$ cat config.mk
export PLATFORM = sky130hd
export DESIGN_NAME = dijet_max_invariant_mass
export DESIGN_NICKNAME = d
export VERILOG_FILES = /design/src/hdl/dmim_pkg.sv /design/src/hdl/dijet_max_invariant_mass.sv /design/src/hdl/dmim_front.sv /design/src/hdl/dmim_queue.sv /design/src/hdl/dmim_back.sv
export SDC_FILE = /design/constraint.sdc
export NUM_CORES = 2
export LEC_CHECK = 0
export ABC_AREA = 1
export BUFFER_PORTS_ARGS = -buffer_cell sky130_fd_sc_hd__buf_2
export CAP_MARGIN = 20
export CORE_MARGIN = 5
export CORE_UTILIZATION = 35
export CTS_BUF_LIST = sky130_fd_sc_hd__clkbuf_8
export CTS_CLUSTER_DIAMETER = 60
export CTS_CLUSTER_SIZE = 40
export DETAILED_ROUTE_END_ITERATION = 16
export PLACE_DENSITY = 0.47
export SKIP_CTS_REPAIR_TIMING = 1
export SLEW_MARGIN = 25
export SYNTH_ARGS = -nofsm -noshare
export SYNTH_HDL_FRONTEND = slang
export SYNTH_SLANG_ARGS = --single-unit
export TNS_END_PERCENT = 20
$ cat constraint.sdc
create_clock -name clk -period 7.9 [get_ports clk]
set_input_delay 0.395 -clock clk [delete_from_list [all_inputs] [get_ports clk]]
set_output_delay 0.395 -clock clk [all_outputs]
set_load 0.02 [all_outputs]
$ cat src/hdl/dmim_pkg.sv
// Package for the dijet invariant mass block: widths, queue item, states.
// No dependencies.
`timescale 1ns / 1ps
`default_nettype none
package dmim_pkg;
  localparam int MAX_JETS_DEF = 16;
  localparam int PT_W         = 11;
  localparam int MOM_W        = 16;
  localparam int SUM_W        = 17;
  localparam int SQ_W         = 34;
  localparam int BEST_W       = 36;
  localparam int ROOT_W       = 18;
  localparam int REM_W        = 22;
  localparam int MASS_W       = 16;
  localparam int QUEUE_DEPTH  = 2;
  localparam logic [PT_W-1:0] PT_THRESHOLD_RST = 11'd60;

  typedef struct packed {
    logic                    pass;
    logic                    last;
    logic signed [MOM_W-1:0] px;
    logic signed [MOM_W-1:0] py;
    logic signed [MOM_W-1:0] pz;
    logic        [MOM_W-1:0] energy;
  } jet_item_t;

  typedef struct packed {
    logic full;
    logic empty;
  } queue_status_t;

  typedef enum logic [2:0] {
    ST_IDLE,
    ST_PAIR,
    ST_DRAIN,
    ST_STORE,
    ST_SQRT,
    ST_OUT
  } back_state_t;
endpackage
`default_nettype wire

$ cat src/hdl/dijet_max_invariant_mass.sv
// Top level of the dijet invariant mass block: ports, field packing, front/queue/back.
// Depends on dmim_pkg, dmim_front, dmim_queue, dmim_back.
//
// Use:
//   s_axis carries one jet per transfer; s_axis_tlast marks the last jet of an event.
//   Each jet at or above pt_threshold (cfg_we/cfg_wdata) is paired with every earlier
//   stored jet (none if the store is full); the largest positive squared mass is kept.
//   m_axis carries one result per event, after the transfer with tlast:
//   floor(sqrt(max)) saturated to 16 bits, and a flag for jets lost to a full store.
// Timing:
//   A jet paired with k >= 1 stored jets reads the store one entry per cycle through a
//   four-stage mass pipeline, drained before the store write. A jet with nothing to
//   pair (first of the event, failing or dropped) passes idle, pair, drain and store
//   without issuing. The last jet adds 18 square root steps, then loads the result
//   register. A two-entry queue lets the sender run ahead of the back end.
// Reset:
//   rst clears the event state, the queue and the result valid flag, and sets the
//   threshold to 60. When m_axis_tready is low, hold the result; the back end
//   stalls on the next result only, and the queue then fills and drops s_axis_tready.
`timescale 1ns / 1ps
`default_nettype none
module dijet_max_invariant_mass #(
  parameter int MAX_JETS = dmim_pkg::MAX_JETS_DEF
) (
  input  wire logic        clk,
  input  wire logic        rst,
  input  wire logic        cfg_we,
  input  wire logic [10:0] cfg_wdata,
  input  wire logic        s_axis_tvalid,
  output logic             s_axis_tready,
  // jet_pt[10:0], jet_px[26:11], jet_py[42:27], jet_pz[58:43], jet_energy[74:59], zero
  input  wire logic [79:0] s_axis_tdata,
  input  wire logic        s_axis_tlast,
  output logic             m_axis_tvalid,
  input  wire logic        m_axis_tready,
  // max_mass[15:0], jets_dropped[16], zero
  output logic [23:0]      m_axis_tdata
);
  logic                          push;
  logic                          pop;
  dmim_pkg::jet_item_t           push_item;
  dmim_pkg::jet_item_t           pop_item;
  dmim_pkg::queue_status_t       qstat;
  logic [dmim_pkg::MASS_W-1:0]   max_mass;
  logic                          jets_dropped;

  dmim_front u_front (
    .clk       (clk),
    .rst       (rst),
    .cfg_we    (cfg_we),
    .cfg_wdata (cfg_wdata),
    .in_valid  (s_axis_tvalid),
    .in_ready  (s_axis_tready),
    .in_pt     (s_axis_tdata[10:0]),
    .in_px     (s_axis_tdata[26:11]),
    .in_py     (s_axis_tdata[42:27]),
    .in_pz     (s_axis_tdata[58:43]),
    .in_energy (s_axis_tdata[74:59]),
    .in_last   (s_axis_tlast),
    .qstat     (qstat),
    .push      (push),
    .push_item (push_item)
  );

  dmim_queue u_queue (
    .clk       (clk),
    .rst       (rst),
    .push      (push),
    .push_item (push_item),
    .pop       (pop),
    .pop_item  (pop_item),
    .qstat     (qstat)
  );

  dmim_back #(
    .MAX_JETS (MAX_JETS)
  ) u_back (
    .clk         (clk),
    .rst         (rst),
    .qstat       (qstat),
    .pop         (pop),
    .pop_item    (pop_item),
    .out_valid   (m_axis_tvalid),
    .out_ready   (m_axis_tready),
    .out_mass    (max_mass),
    .out_dropped (jets_dropped)
  );

  // pack the result; upper bits stay zero
  assign m_axis_tdata = {7'd0, jets_dropped, max_mass};
endmodule
`default_nettype wire

$ cat src/hdl/dmim_front.sv
// Front end: threshold register, jet classification and queue push.
// Depends on dmim_pkg.
`timescale 1ns / 1ps
`default_nettype none
module dmim_front (
  input  wire logic                         clk,
  input  wire logic                         rst,
  input  wire logic                         cfg_we,
  input  wire logic [dmim_pkg::PT_W-1:0]    cfg_wdata,
  input  wire logic                         in_valid,
  output logic                              in_ready,
  input  wire logic [dmim_pkg::PT_W-1:0]    in_pt,
  input  wire logic [dmim_pkg::MOM_W-1:0]   in_px,
  input  wire logic [dmim_pkg::MOM_W-1:0]   in_py,
  input  wire logic [dmim_pkg::MOM_W-1:0]   in_pz,
  input  wire logic [dmim_pkg::MOM_W-1:0]   in_energy,
  input  wire logic                         in_last,
  input  dmim_pkg::queue_status_t           qstat,
  output logic                              push,
  output dmim_pkg::jet_item_t               push_item
);
  logic [dmim_pkg::PT_W-1:0] pt_threshold;

  always_ff @(posedge clk) begin
    if (rst) begin
      pt_threshold <= dmim_pkg::PT_THRESHOLD_RST;
    end else if (cfg_we) begin
      pt_threshold <= cfg_wdata;
    end
  end

  assign in_ready = !qstat.full;
  assign push     = in_valid && !qstat.full;

  // classify: a jet passes at or above the threshold
  always_comb begin
    push_item.pass   = (in_pt >= pt_threshold);
    push_item.last   = in_last;
    push_item.px     = in_px;
    push_item.py     = in_py;
    push_item.pz     = in_pz;
    push_item.energy = in_energy;
  end
endmodule
`default_nettype wire

$ cat src/hdl/dmim_queue.sv
// Short queue of classified jets between the front and back ends.
// Depends on dmim_pkg.
`timescale 1ns / 1ps
`default_nettype none
module dmim_queue (
  input  wire logic               clk,
  input  wire logic               rst,
  input  wire logic               push,
  input  dmim_pkg::jet_item_t     push_item,
  input  wire logic               pop,
  output dmim_pkg::jet_item_t     pop_item,
  output dmim_pkg::queue_status_t qstat
);
  localparam int QA_W = $clog2(dmim_pkg::QUEUE_DEPTH);
  localparam int QC_W = $clog2(dmim_pkg::QUEUE_DEPTH + 1);

  dmim_pkg::jet_item_t entries [dmim_pkg::QUEUE_DEPTH];
  logic [QA_W-1:0] wr_ptr;
  logic [QA_W-1:0] rd_ptr;
  logic [QC_W-1:0] count;
  logic [QC_W-1:0] count_next;

  always_comb begin
    count_next = count;
    if (push && !pop) begin
      count_next = count + 1'b1;
    end else if (pop && !push) begin
      count_next = count - 1'b1;
    end
  end

  always_ff @(posedge clk) begin
    if (rst) begin
      wr_ptr <= '0;
      rd_ptr <= '0;
      count  <= '0;
    end else begin
      count <= count_next;
      if (push) begin
        wr_ptr <= wr_ptr + 1'b1;
      end
      if (pop) begin
        rd_ptr <= rd_ptr + 1'b1;
      end
    end
  end

  always_ff @(posedge clk) begin
    if (push) begin
      entries[wr_ptr] <= push_item;
    end
  end

  assign pop_item    = entries[rd_ptr];
  assign qstat.full  = (count == QC_W'(dmim_pkg::QUEUE_DEPTH));
  assign qstat.empty = (count == '0);
endmodule
`default_nettype wire

$ cat src/hdl/dmim_back.sv
// Back end: jet store, pair mass pipeline, running maximum, square root, result register.
// Depends on dmim_pkg.
`timescale 1ns / 1ps
`default_nettype none
module dmim_back #(
  parameter int MAX_JETS = dmim_pkg::MAX_JETS_DEF
) (
  input  wire logic                          clk,
  input  wire logic                          rst,
  input  dmim_pkg::queue_status_t            qstat,
  output logic                               pop,
  input  dmim_pkg::jet_item_t                pop_item,
  output logic                               out_valid,
  input  wire logic                          out_ready,
  output logic [dmim_pkg::MASS_W-1:0]        out_mass,
  output logic                               out_dropped
);
  localparam int IDX_W = $clog2(MAX_JETS);
  localparam int CNT_W = $clog2(MAX_JETS + 1);
  localparam int SC_W  = $clog2(dmim_pkg::ROOT_W);

  dmim_pkg::back_state_t state;
  dmim_pkg::back_state_t state_next;
  dmim_pkg::jet_item_t   cur;

  logic [CNT_W-1:0] jet_count;
  logic [CNT_W-1:0] rd_idx;
  logic             overflow_seen;
  logic [dmim_pkg::BEST_W-1:0] best;

  logic [dmim_pkg::MOM_W-1:0] mem_px [MAX_JETS];
  logic [dmim_pkg::MOM_W-1:0] mem_py [MAX_JETS];
  logic [dmim_pkg::MOM_W-1:0] mem_pz [MAX_JETS];
  logic [dmim_pkg::MOM_W-1:0] mem_e  [MAX_JETS];

  logic signed [dmim_pkg::MOM_W-1:0] rd_px, rd_py, rd_pz;
  logic        [dmim_pkg::MOM_W-1:0] rd_e;
  logic signed [dmim_pkg::SUM_W-1:0] sx, sy, sz;
  logic        [dmim_pkg::SUM_W-1:0] se;
  logic signed [dmim_pkg::SQ_W-1:0]  sqx, sqy, sqz;
  logic        [dmim_pkg::SQ_W-1:0]  sqe;
  logic        [dmim_pkg::BEST_W-1:0] psum, e2;
  logic        [dmim_pkg::BEST_W-1:0] m2;
  logic v1, v2, v3, v4;

  logic [dmim_pkg::BEST_W-1:0] sq_op;
  logic [dmim_pkg::REM_W-1:0]  sq_rem;
  logic [dmim_pkg::ROOT_W-1:0] sq_root;
  logic [SC_W-1:0]             sq_cnt;
  logic [dmim_pkg::REM_W-1:0]  rem_sh;
  logic [dmim_pkg::REM_W-1:0]  trial;
  logic                        sq_done;

  logic store_full;
  logic pair_go;
  logic issue;
  logic out_load;
  logic pipe_busy;

  assign store_full = (jet_count == CNT_W'(MAX_JETS));
  assign pair_go    = cur.pass && !store_full && (rd_idx < jet_count);
  assign pipe_busy  = v1 || v2 || v3 || v4;
  assign sq_done    = (sq_cnt == SC_W'(dmim_pkg::ROOT_W - 1));

  // next state
  always_comb begin
    state_next = state;
    unique case (state)
      dmim_pkg::ST_IDLE:  if (!qstat.empty) state_next = dmim_pkg::ST_PAIR;
      dmim_pkg::ST_PAIR:  if (!pair_go) state_next = dmim_pkg::ST_DRAIN;
      dmim_pkg::ST_DRAIN: if (!pipe_busy) state_next = dmim_pkg::ST_STORE;
      dmim_pkg::ST_STORE: state_next = cur.last ? dmim_pkg::ST_SQRT : dmim_pkg::ST_IDLE;
      dmim_pkg::ST_SQRT:  if (sq_done) state_next = dmim_pkg::ST_OUT;
      dmim_pkg::ST_OUT:   if (!out_valid || out_ready) state_next = dmim_pkg::ST_IDLE;
      default:            state_next = dmim_pkg::ST_IDLE;
    endcase
  end

  // control outputs
  always_comb begin
    pop      = 1'b0;
    issue    = 1'b0;
    out_load = 1'b0;
    unique case (state)
      dmim_pkg::ST_IDLE: pop      = !qstat.empty;
      dmim_pkg::ST_PAIR: issue    = pair_go;
      dmim_pkg::ST_OUT:  out_load = !out_valid || out_ready;
      default: ;
    endcase
  end

  always_ff @(posedge clk) begin
    if (rst) begin
      state <= dmim_pkg::ST_IDLE;
    end else begin
      state <= state_next;
    end
  end

  // take the next jet from the queue
  always_ff @(posedge clk) begin
    if (pop) begin
      cur <= pop_item;
    end
  end

  always_ff @(posedge clk) begin
    if (rst) begin
      rd_idx <= '0;
    end else if (pop) begin
      rd_idx <= '0;
    end else if (issue) begin
      rd_idx <= rd_idx + 1'b1;
    end
  end

  // store write, only once all pairs of this jet are done
  always_ff @(posedge clk) begin
    if (state == dmim_pkg::ST_STORE && cur.pass && !store_full) begin
      mem_px[jet_count[IDX_W-1:0]] <= cur.px;
      mem_py[jet_count[IDX_W-1:0]] <= cur.py;
      mem_pz[jet_count[IDX_W-1:0]] <= cur.pz;
      mem_e[jet_count[IDX_W-1:0]]  <= cur.energy;
    end
  end

  // registered store read
  always_ff @(posedge clk) begin
    rd_px <= mem_px[rd_idx[IDX_W-1:0]];
    rd_py <= mem_py[rd_idx[IDX_W-1:0]];
    rd_pz <= mem_pz[rd_idx[IDX_W-1:0]];
    rd_e  <= mem_e[rd_idx[IDX_W-1:0]];
  end

  // pair pipeline: sums, squares, magnitude sum
  always_ff @(posedge clk) begin
    sx   <= dmim_pkg::SUM_W'(cur.px) + dmim_pkg::SUM_W'(rd_px);
    sy   <= dmim_pkg::SUM_W'(cur.py) + dmim_pkg::SUM_W'(rd_py);
    sz   <= dmim_pkg::SUM_W'(cur.pz) + dmim_pkg::SUM_W'(rd_pz);
    se   <= dmim_pkg::SUM_W'(cur.energy) + dmim_pkg::SUM_W'(rd_e);
    sqx  <= sx * sx;
    sqy  <= sy * sy;
    sqz  <= sz * sz;
    sqe  <= se * se;
    psum <= dmim_pkg::BEST_W'($unsigned(sqx)) + dmim_pkg::BEST_W'($unsigned(sqy))
          + dmim_pkg::BEST_W'($unsigned(sqz));
    e2   <= dmim_pkg::BEST_W'(sqe);
  end

  always_ff @(posedge clk) begin
    if (rst) begin
      v1 <= 1'b0;
      v2 <= 1'b0;
      v3 <= 1'b0;
      v4 <= 1'b0;
    end else begin
      v1 <= issue;
      v2 <= v1;
      v3 <= v2;
      v4 <= v3;
    end
  end

  assign m2 = e2 - psum;

  // event state: running maximum, jet count, overflow flag
  always_ff @(posedge clk) begin
    if (rst) begin
      best          <= '0;
      jet_count     <= '0;
      overflow_seen <= 1'b0;
    end else if (out_load) begin
      best          <= '0;
      jet_count     <= '0;
      overflow_seen <= 1'b0;
    end else begin
      // drop non-positive squares
      if (v4 && !m2[dmim_pkg::BEST_W-1] && (m2 != '0) && (m2 > best)) begin
        best <= m2;
      end
      if (state == dmim_pkg::ST_STORE && cur.pass) begin
        if (store_full) begin
          overflow_seen <= 1'b1;
        end else begin
          jet_count <= jet_count + 1'b1;
        end
      end
    end
  end

  // digit-by-digit square root, two operand bits per cycle
  always_comb begin
    rem_sh = {sq_rem[dmim_pkg::REM_W-3:0], sq_op[dmim_pkg::BEST_W-1 -: 2]};
    trial  = dmim_pkg::REM_W'({sq_root, 2'b01});
  end

  always_ff @(posedge clk) begin
    if (state == dmim_pkg::ST_STORE) begin
      sq_op   <= best;
      sq_rem  <= '0;
      sq_root <= '0;
      sq_cnt  <= '0;
    end else if (state == dmim_pkg::ST_SQRT) begin
      sq_op  <= {sq_op[dmim_pkg::BEST_W-3:0], 2'b00};
      sq_cnt <= sq_cnt + 1'b1;
      if (rem_sh >= trial) begin
        sq_rem  <= rem_sh - trial;
        sq_root <= {sq_root[dmim_pkg::ROOT_W-2:0], 1'b1};
      end else begin
        sq_rem  <= rem_sh;
        sq_root <= {sq_root[dmim_pkg::ROOT_W-2:0], 1'b0};
      end
    end
  end

  // result register
  always_ff @(posedge clk) begin
    if (rst) begin
      out_valid <= 1'b0;
    end else if (out_load) begin
      out_valid <= 1'b1;
    end else if (out_ready) begin
      out_valid <= 1'b0;
    end
  end

  always_ff @(posedge clk) begin
    if (out_load) begin
      out_mass    <= (sq_root[dmim_pkg::ROOT_W-1:dmim_pkg::MASS_W] != '0)
                   ? '1 : sq_root[dmim_pkg::MASS_W-1:0];
      out_dropped <= overflow_seen;
    end
  end
endmodule
`default_nettype wire

==> impl_metrics.py <==
metrics = {
    "yosys": {
        "yosys.area.top_type": "edfxtp_1",
        "synth_area_leaders": "edfxtp_1 35%, fa_1 18%, dfxtp_1 8.2%",
        "syn-instance-count": 10682,
        "synth_top_area_share_pct": 35.12,
        "syn_area_sq_um": 109000,
        "yosysSeqAreaShare_pct": 43.32,
        "synth_edf_count": 1275,
        "async_reset_ff_share_pct": 0,
        "yosys_warnings": 0,
        "syn_avg_cell_area_sq_um": 10.20,
        "synth_ff_type": "edfxtp_1",
        "synth_commonest_cells": "2063 x inv_1, 1700 x nand2_1, 1275 x edfxtp_1",
        "yosysMostFrequentCell": "inv_1",
        "ys_types": 55,
        "synth-seq-cells": 1721,
    },
    "cts": {
        "numCtsBuffers": 162,
        "clock-sinks": 1721,
        "clk_pin_slew_ns": 0.10,
        "clk_latency_ns": 1.02,
        "cts_tree": "done",
        "cts_htree_levels": 4,
        "clock_path_buffers": 4,
        "clockRootBuffer": "clkbuf_8",
    },
    "global_route": {
        "grt_max_degree": 218,
        "first_global_vias": 75124,
        "grt_first_pass_wirelength_microns": 448500,
        "grt-ovfl-total": 0,
        "grt_usage_pct": 17.72,
        "antenna_found_initial": 14,
    },
    "floorplan": {
        "pin_count": 123,
        "die_w_microns": 568.1,
        "initial_core_util_pct": 35.03,
        "core_region_area_sq_um": 311100,
        "die_area_sq_um": 322700,
        "std_cell_rows": 205,
        "die_h_microns": 568.1,
    },
    "routing": {
        "drtAntennaViolNets": 0,
        "dr.first_iter.drc_count": 4500,
        "drc": 0,
        "vias_per_cell": 4.799,
        "vias": 72091,
        "post_drt_wl_per_cell_microns": 19.08,
        "wl_microns": 286600,
        "firstDrtPassIters": 5,
    },
    "critical_path": {
        "cpPeakStageDelay_ns": 0.97,
        "arrival_ns": 7.34,
        "cp_common_cell": "fa_1",
        "critPathSlowestCell": "dfxtp_1",
        "path_cells": "nand2_1 -> inv_1 -> fa_1 -> fa_1 -> fa_1 -> fa_1 -> fa_1 -> inv_1 -> fa_1 -> inv_1 -> ha_1 -> a21oi_1 -> inv_1 -> a21oi_1 -> inv_1 -> a21oi_1 -> nand3_1 -> a21boi_0 -> xor2_1",
        "path_class": "flip-flop to flip-flop",
        "critPathLaunchType": "flip-flop",
        "cp_data_required_time_ns": 8.73,
        "endpoint_kind": "flip-flop",
        "path_max_fanout": 19,
    },
    "timing": {
        "setup_tns_ns": 0,
        "worst_pin_slew_ns": 1.128,
        "rsz0062_at_grt": "no",
        "period_share_pct": 82.41,
        "max-slew-margin-rel_pct": 24.25,
        "clock_skew_ns": 0.1541,
        "final.min_clock_period_ns": 6.511,
        "finalHoldViolations": 0,
        "finalSetupViolCount": 0,
        "slew_violations": 0,
        "fmax_mhz": 153.6,
    },
    "outcome": {
        "status": "complete, no violations",
    },
    "cells_and_area": {
        "multi_input_comb_area_sq_um": 52610,
        "syn_to_final_growth_pct": 9.293,
        "final_nets": 12458,
        "fill_cells": 30842,
        "layout-drive-gt1-share_pct": 5.389,
        "seq_area_sq_um": 47230,
    },
    "placement": {
        "portBuffers": 110,
        "dp_hpwl_microns": 197800,
        "place_congestion": 0.8520,
    },
    "worst_hold_path": {
        "hold_path_class": "input pin to flip-flop",
    },
    "job": {
        "cap_violations": 0,
    },
}
==> final timing paths <==
check	slack, ns	start	endpoint	cells after the start
setup / recovery	1.39	u_back.sy[2]$_DFF_P_	u_back.sqy[33]$_DFF_P_	19
hold / removal	0.05	s_axis_tdata[9]	u_queue.entries[1][65]$_DFFE_PP_	4
setup reg to reg	1.39	u_back.sy[2]$_DFF_P_	u_back.sqy[33]$_DFF_P_	19
hold reg to reg	0.33	u_back.sqe[2]$_DFF_P_	u_back.e2[2]$_DFF_P_	0
==> final cells by class <==
| cell class | count | share of cell area, % |
|---|---|---|
| diodes | 8 | 0.01680 |
| clock buffers | 168 | 1.941 |
| clock inverters | 130 | 1.335 |
| inverters | 2075 | 6.549 |
| multi-input cells | 6489 | 44.16 |
| flip-flops and latches | 1721 | 39.65 |
| well taps | 4140 | 4.348 |
| repair buffers | 291 | 2.006 |
==> kinds of logic (layout without fill, tap and decap cells) <==
| kind of cell | count (synthesis) | after routing | share of synthesized area [%] |
|---|---|---|---|
| other cells | 1 | 15 | 0.003440 |
| xor+xnor | 327 | 327 | 2.641 |
| simple gates | 3003 | 3003 | 10.97 |
| mux | 102 | 102 | 0.9367 |
| compound gates | 1429 | 1429 | 8.074 |
| fa+ha+maj | 1621 | 1621 | 25.45 |
| buf+inv | 2478 | 2664 | 8.605 |
| flops | 1721 | 1721 | 43.32 |
==> stage by stage <==
stage               instances  utilization (%)  worst slack, ns  hold WS (ns)  area, sq um
finish                  15022            38.29            1.389       0.05292       119100
floorplan               10688                -            2.045        0.3096       109000
detailed placement      14629            36.75            1.410        0.3136       114300
global route            15016            38.29           0.9430      0.003776       119100
CTS                     14927            38.00            1.386       -0.5943       118200
global placement        14629            36.75            1.357        0.3137       114300
==> cell usage in the layout (no fill, tap or decap), types with 14 or more instances in the layout <==
cell type / synthesis / final
inv_1: 2063 / 2065
nand2_1: 1700 / 1699
edfxtp_1: 1275 / 1275
fa_1: 994 / 994
nor2_1: 907 / 886
ha_1: 627 / 627
o21ai_0: 473 / 473
dfxtp_1: 446 / 442
a21oi_1: 412 / 411
nand3_1: 236 / 236
xor2_1: 204 / 204
clkbuf_8: 0 / 168
o32ai_1: 154 / 154
xnor2_1: 121 / 121
o221ai_1: 113 / 113
buf_2: 15 / 110
mux2i_1: 102 / 102
dlygate4sd3_1: 0 / 87
buf_4: 8 / 73
nor3_1: 47 / 46
a31oi_1: 46 / 46
nand4_1: 39 / 39
a21o_1: 39 / 39
o211ai_1: 39 / 39
o21bai_1: 32 / 32
nand3b_1: 27 / 27
inv_6: 0 / 27
a21boi_0: 21 / 21
nor2_4: 1 / 21
buf_12: 0 / 21
inv_8: 0 / 19
clkinv_8: 0 / 19
or2_2: 17 / 17
clkinvlp_4: 0 / 17
nor4_1: 16 / 15
a211oi_1: 15 / 15
o21a_1: 15 / 15
clkinv_4: 0 / 14
==> critical path: cells and delay by family (launching register included) <==
kind / cells / cell delay [ns]
AO/OA/AOI/OAI: 4 / 0.76
flip-flops: 1 / 0.97
adder cells (fa/ha/maj): 7 / 3.79
XOR/XNOR: 1 / 0.16
AND/OR/NAND/NOR: 2 / 0.35
buffers and inverters: 5 / 0.38
==> registers in the layout, summed over array words and instances, names as in the netlist, 33 cells and up <==
signal           flops
u_back.sqx          33
u_back.mem_px      256
u_back.mem_py      256
u_queue.entries    132
u_back.mem_e       256
u_back.sqy          33
u_back.best         36
u_back.mem_pz      256
u_back.sq_op        36
u_back.sqz          33
u_back.sqe          33
u_back.psum         36
u_back.cur          66
u_back.e2           33
==> layer usage <==
layer	track usage, %	vias up	routed length, microns	part of all wire, %
li1	-	34585	-	-
met1	24.31	36046	131800	46
met2	30.32	1158	137700	48
met3	1.867	302	10580	3.7
met4	3.901	0	6468	2.3
met5	0	-	0	0
Power is left out: the tool's default activity adds up to more than one toggle a clock period on the data nets, which glitch-free logic cannot reach.
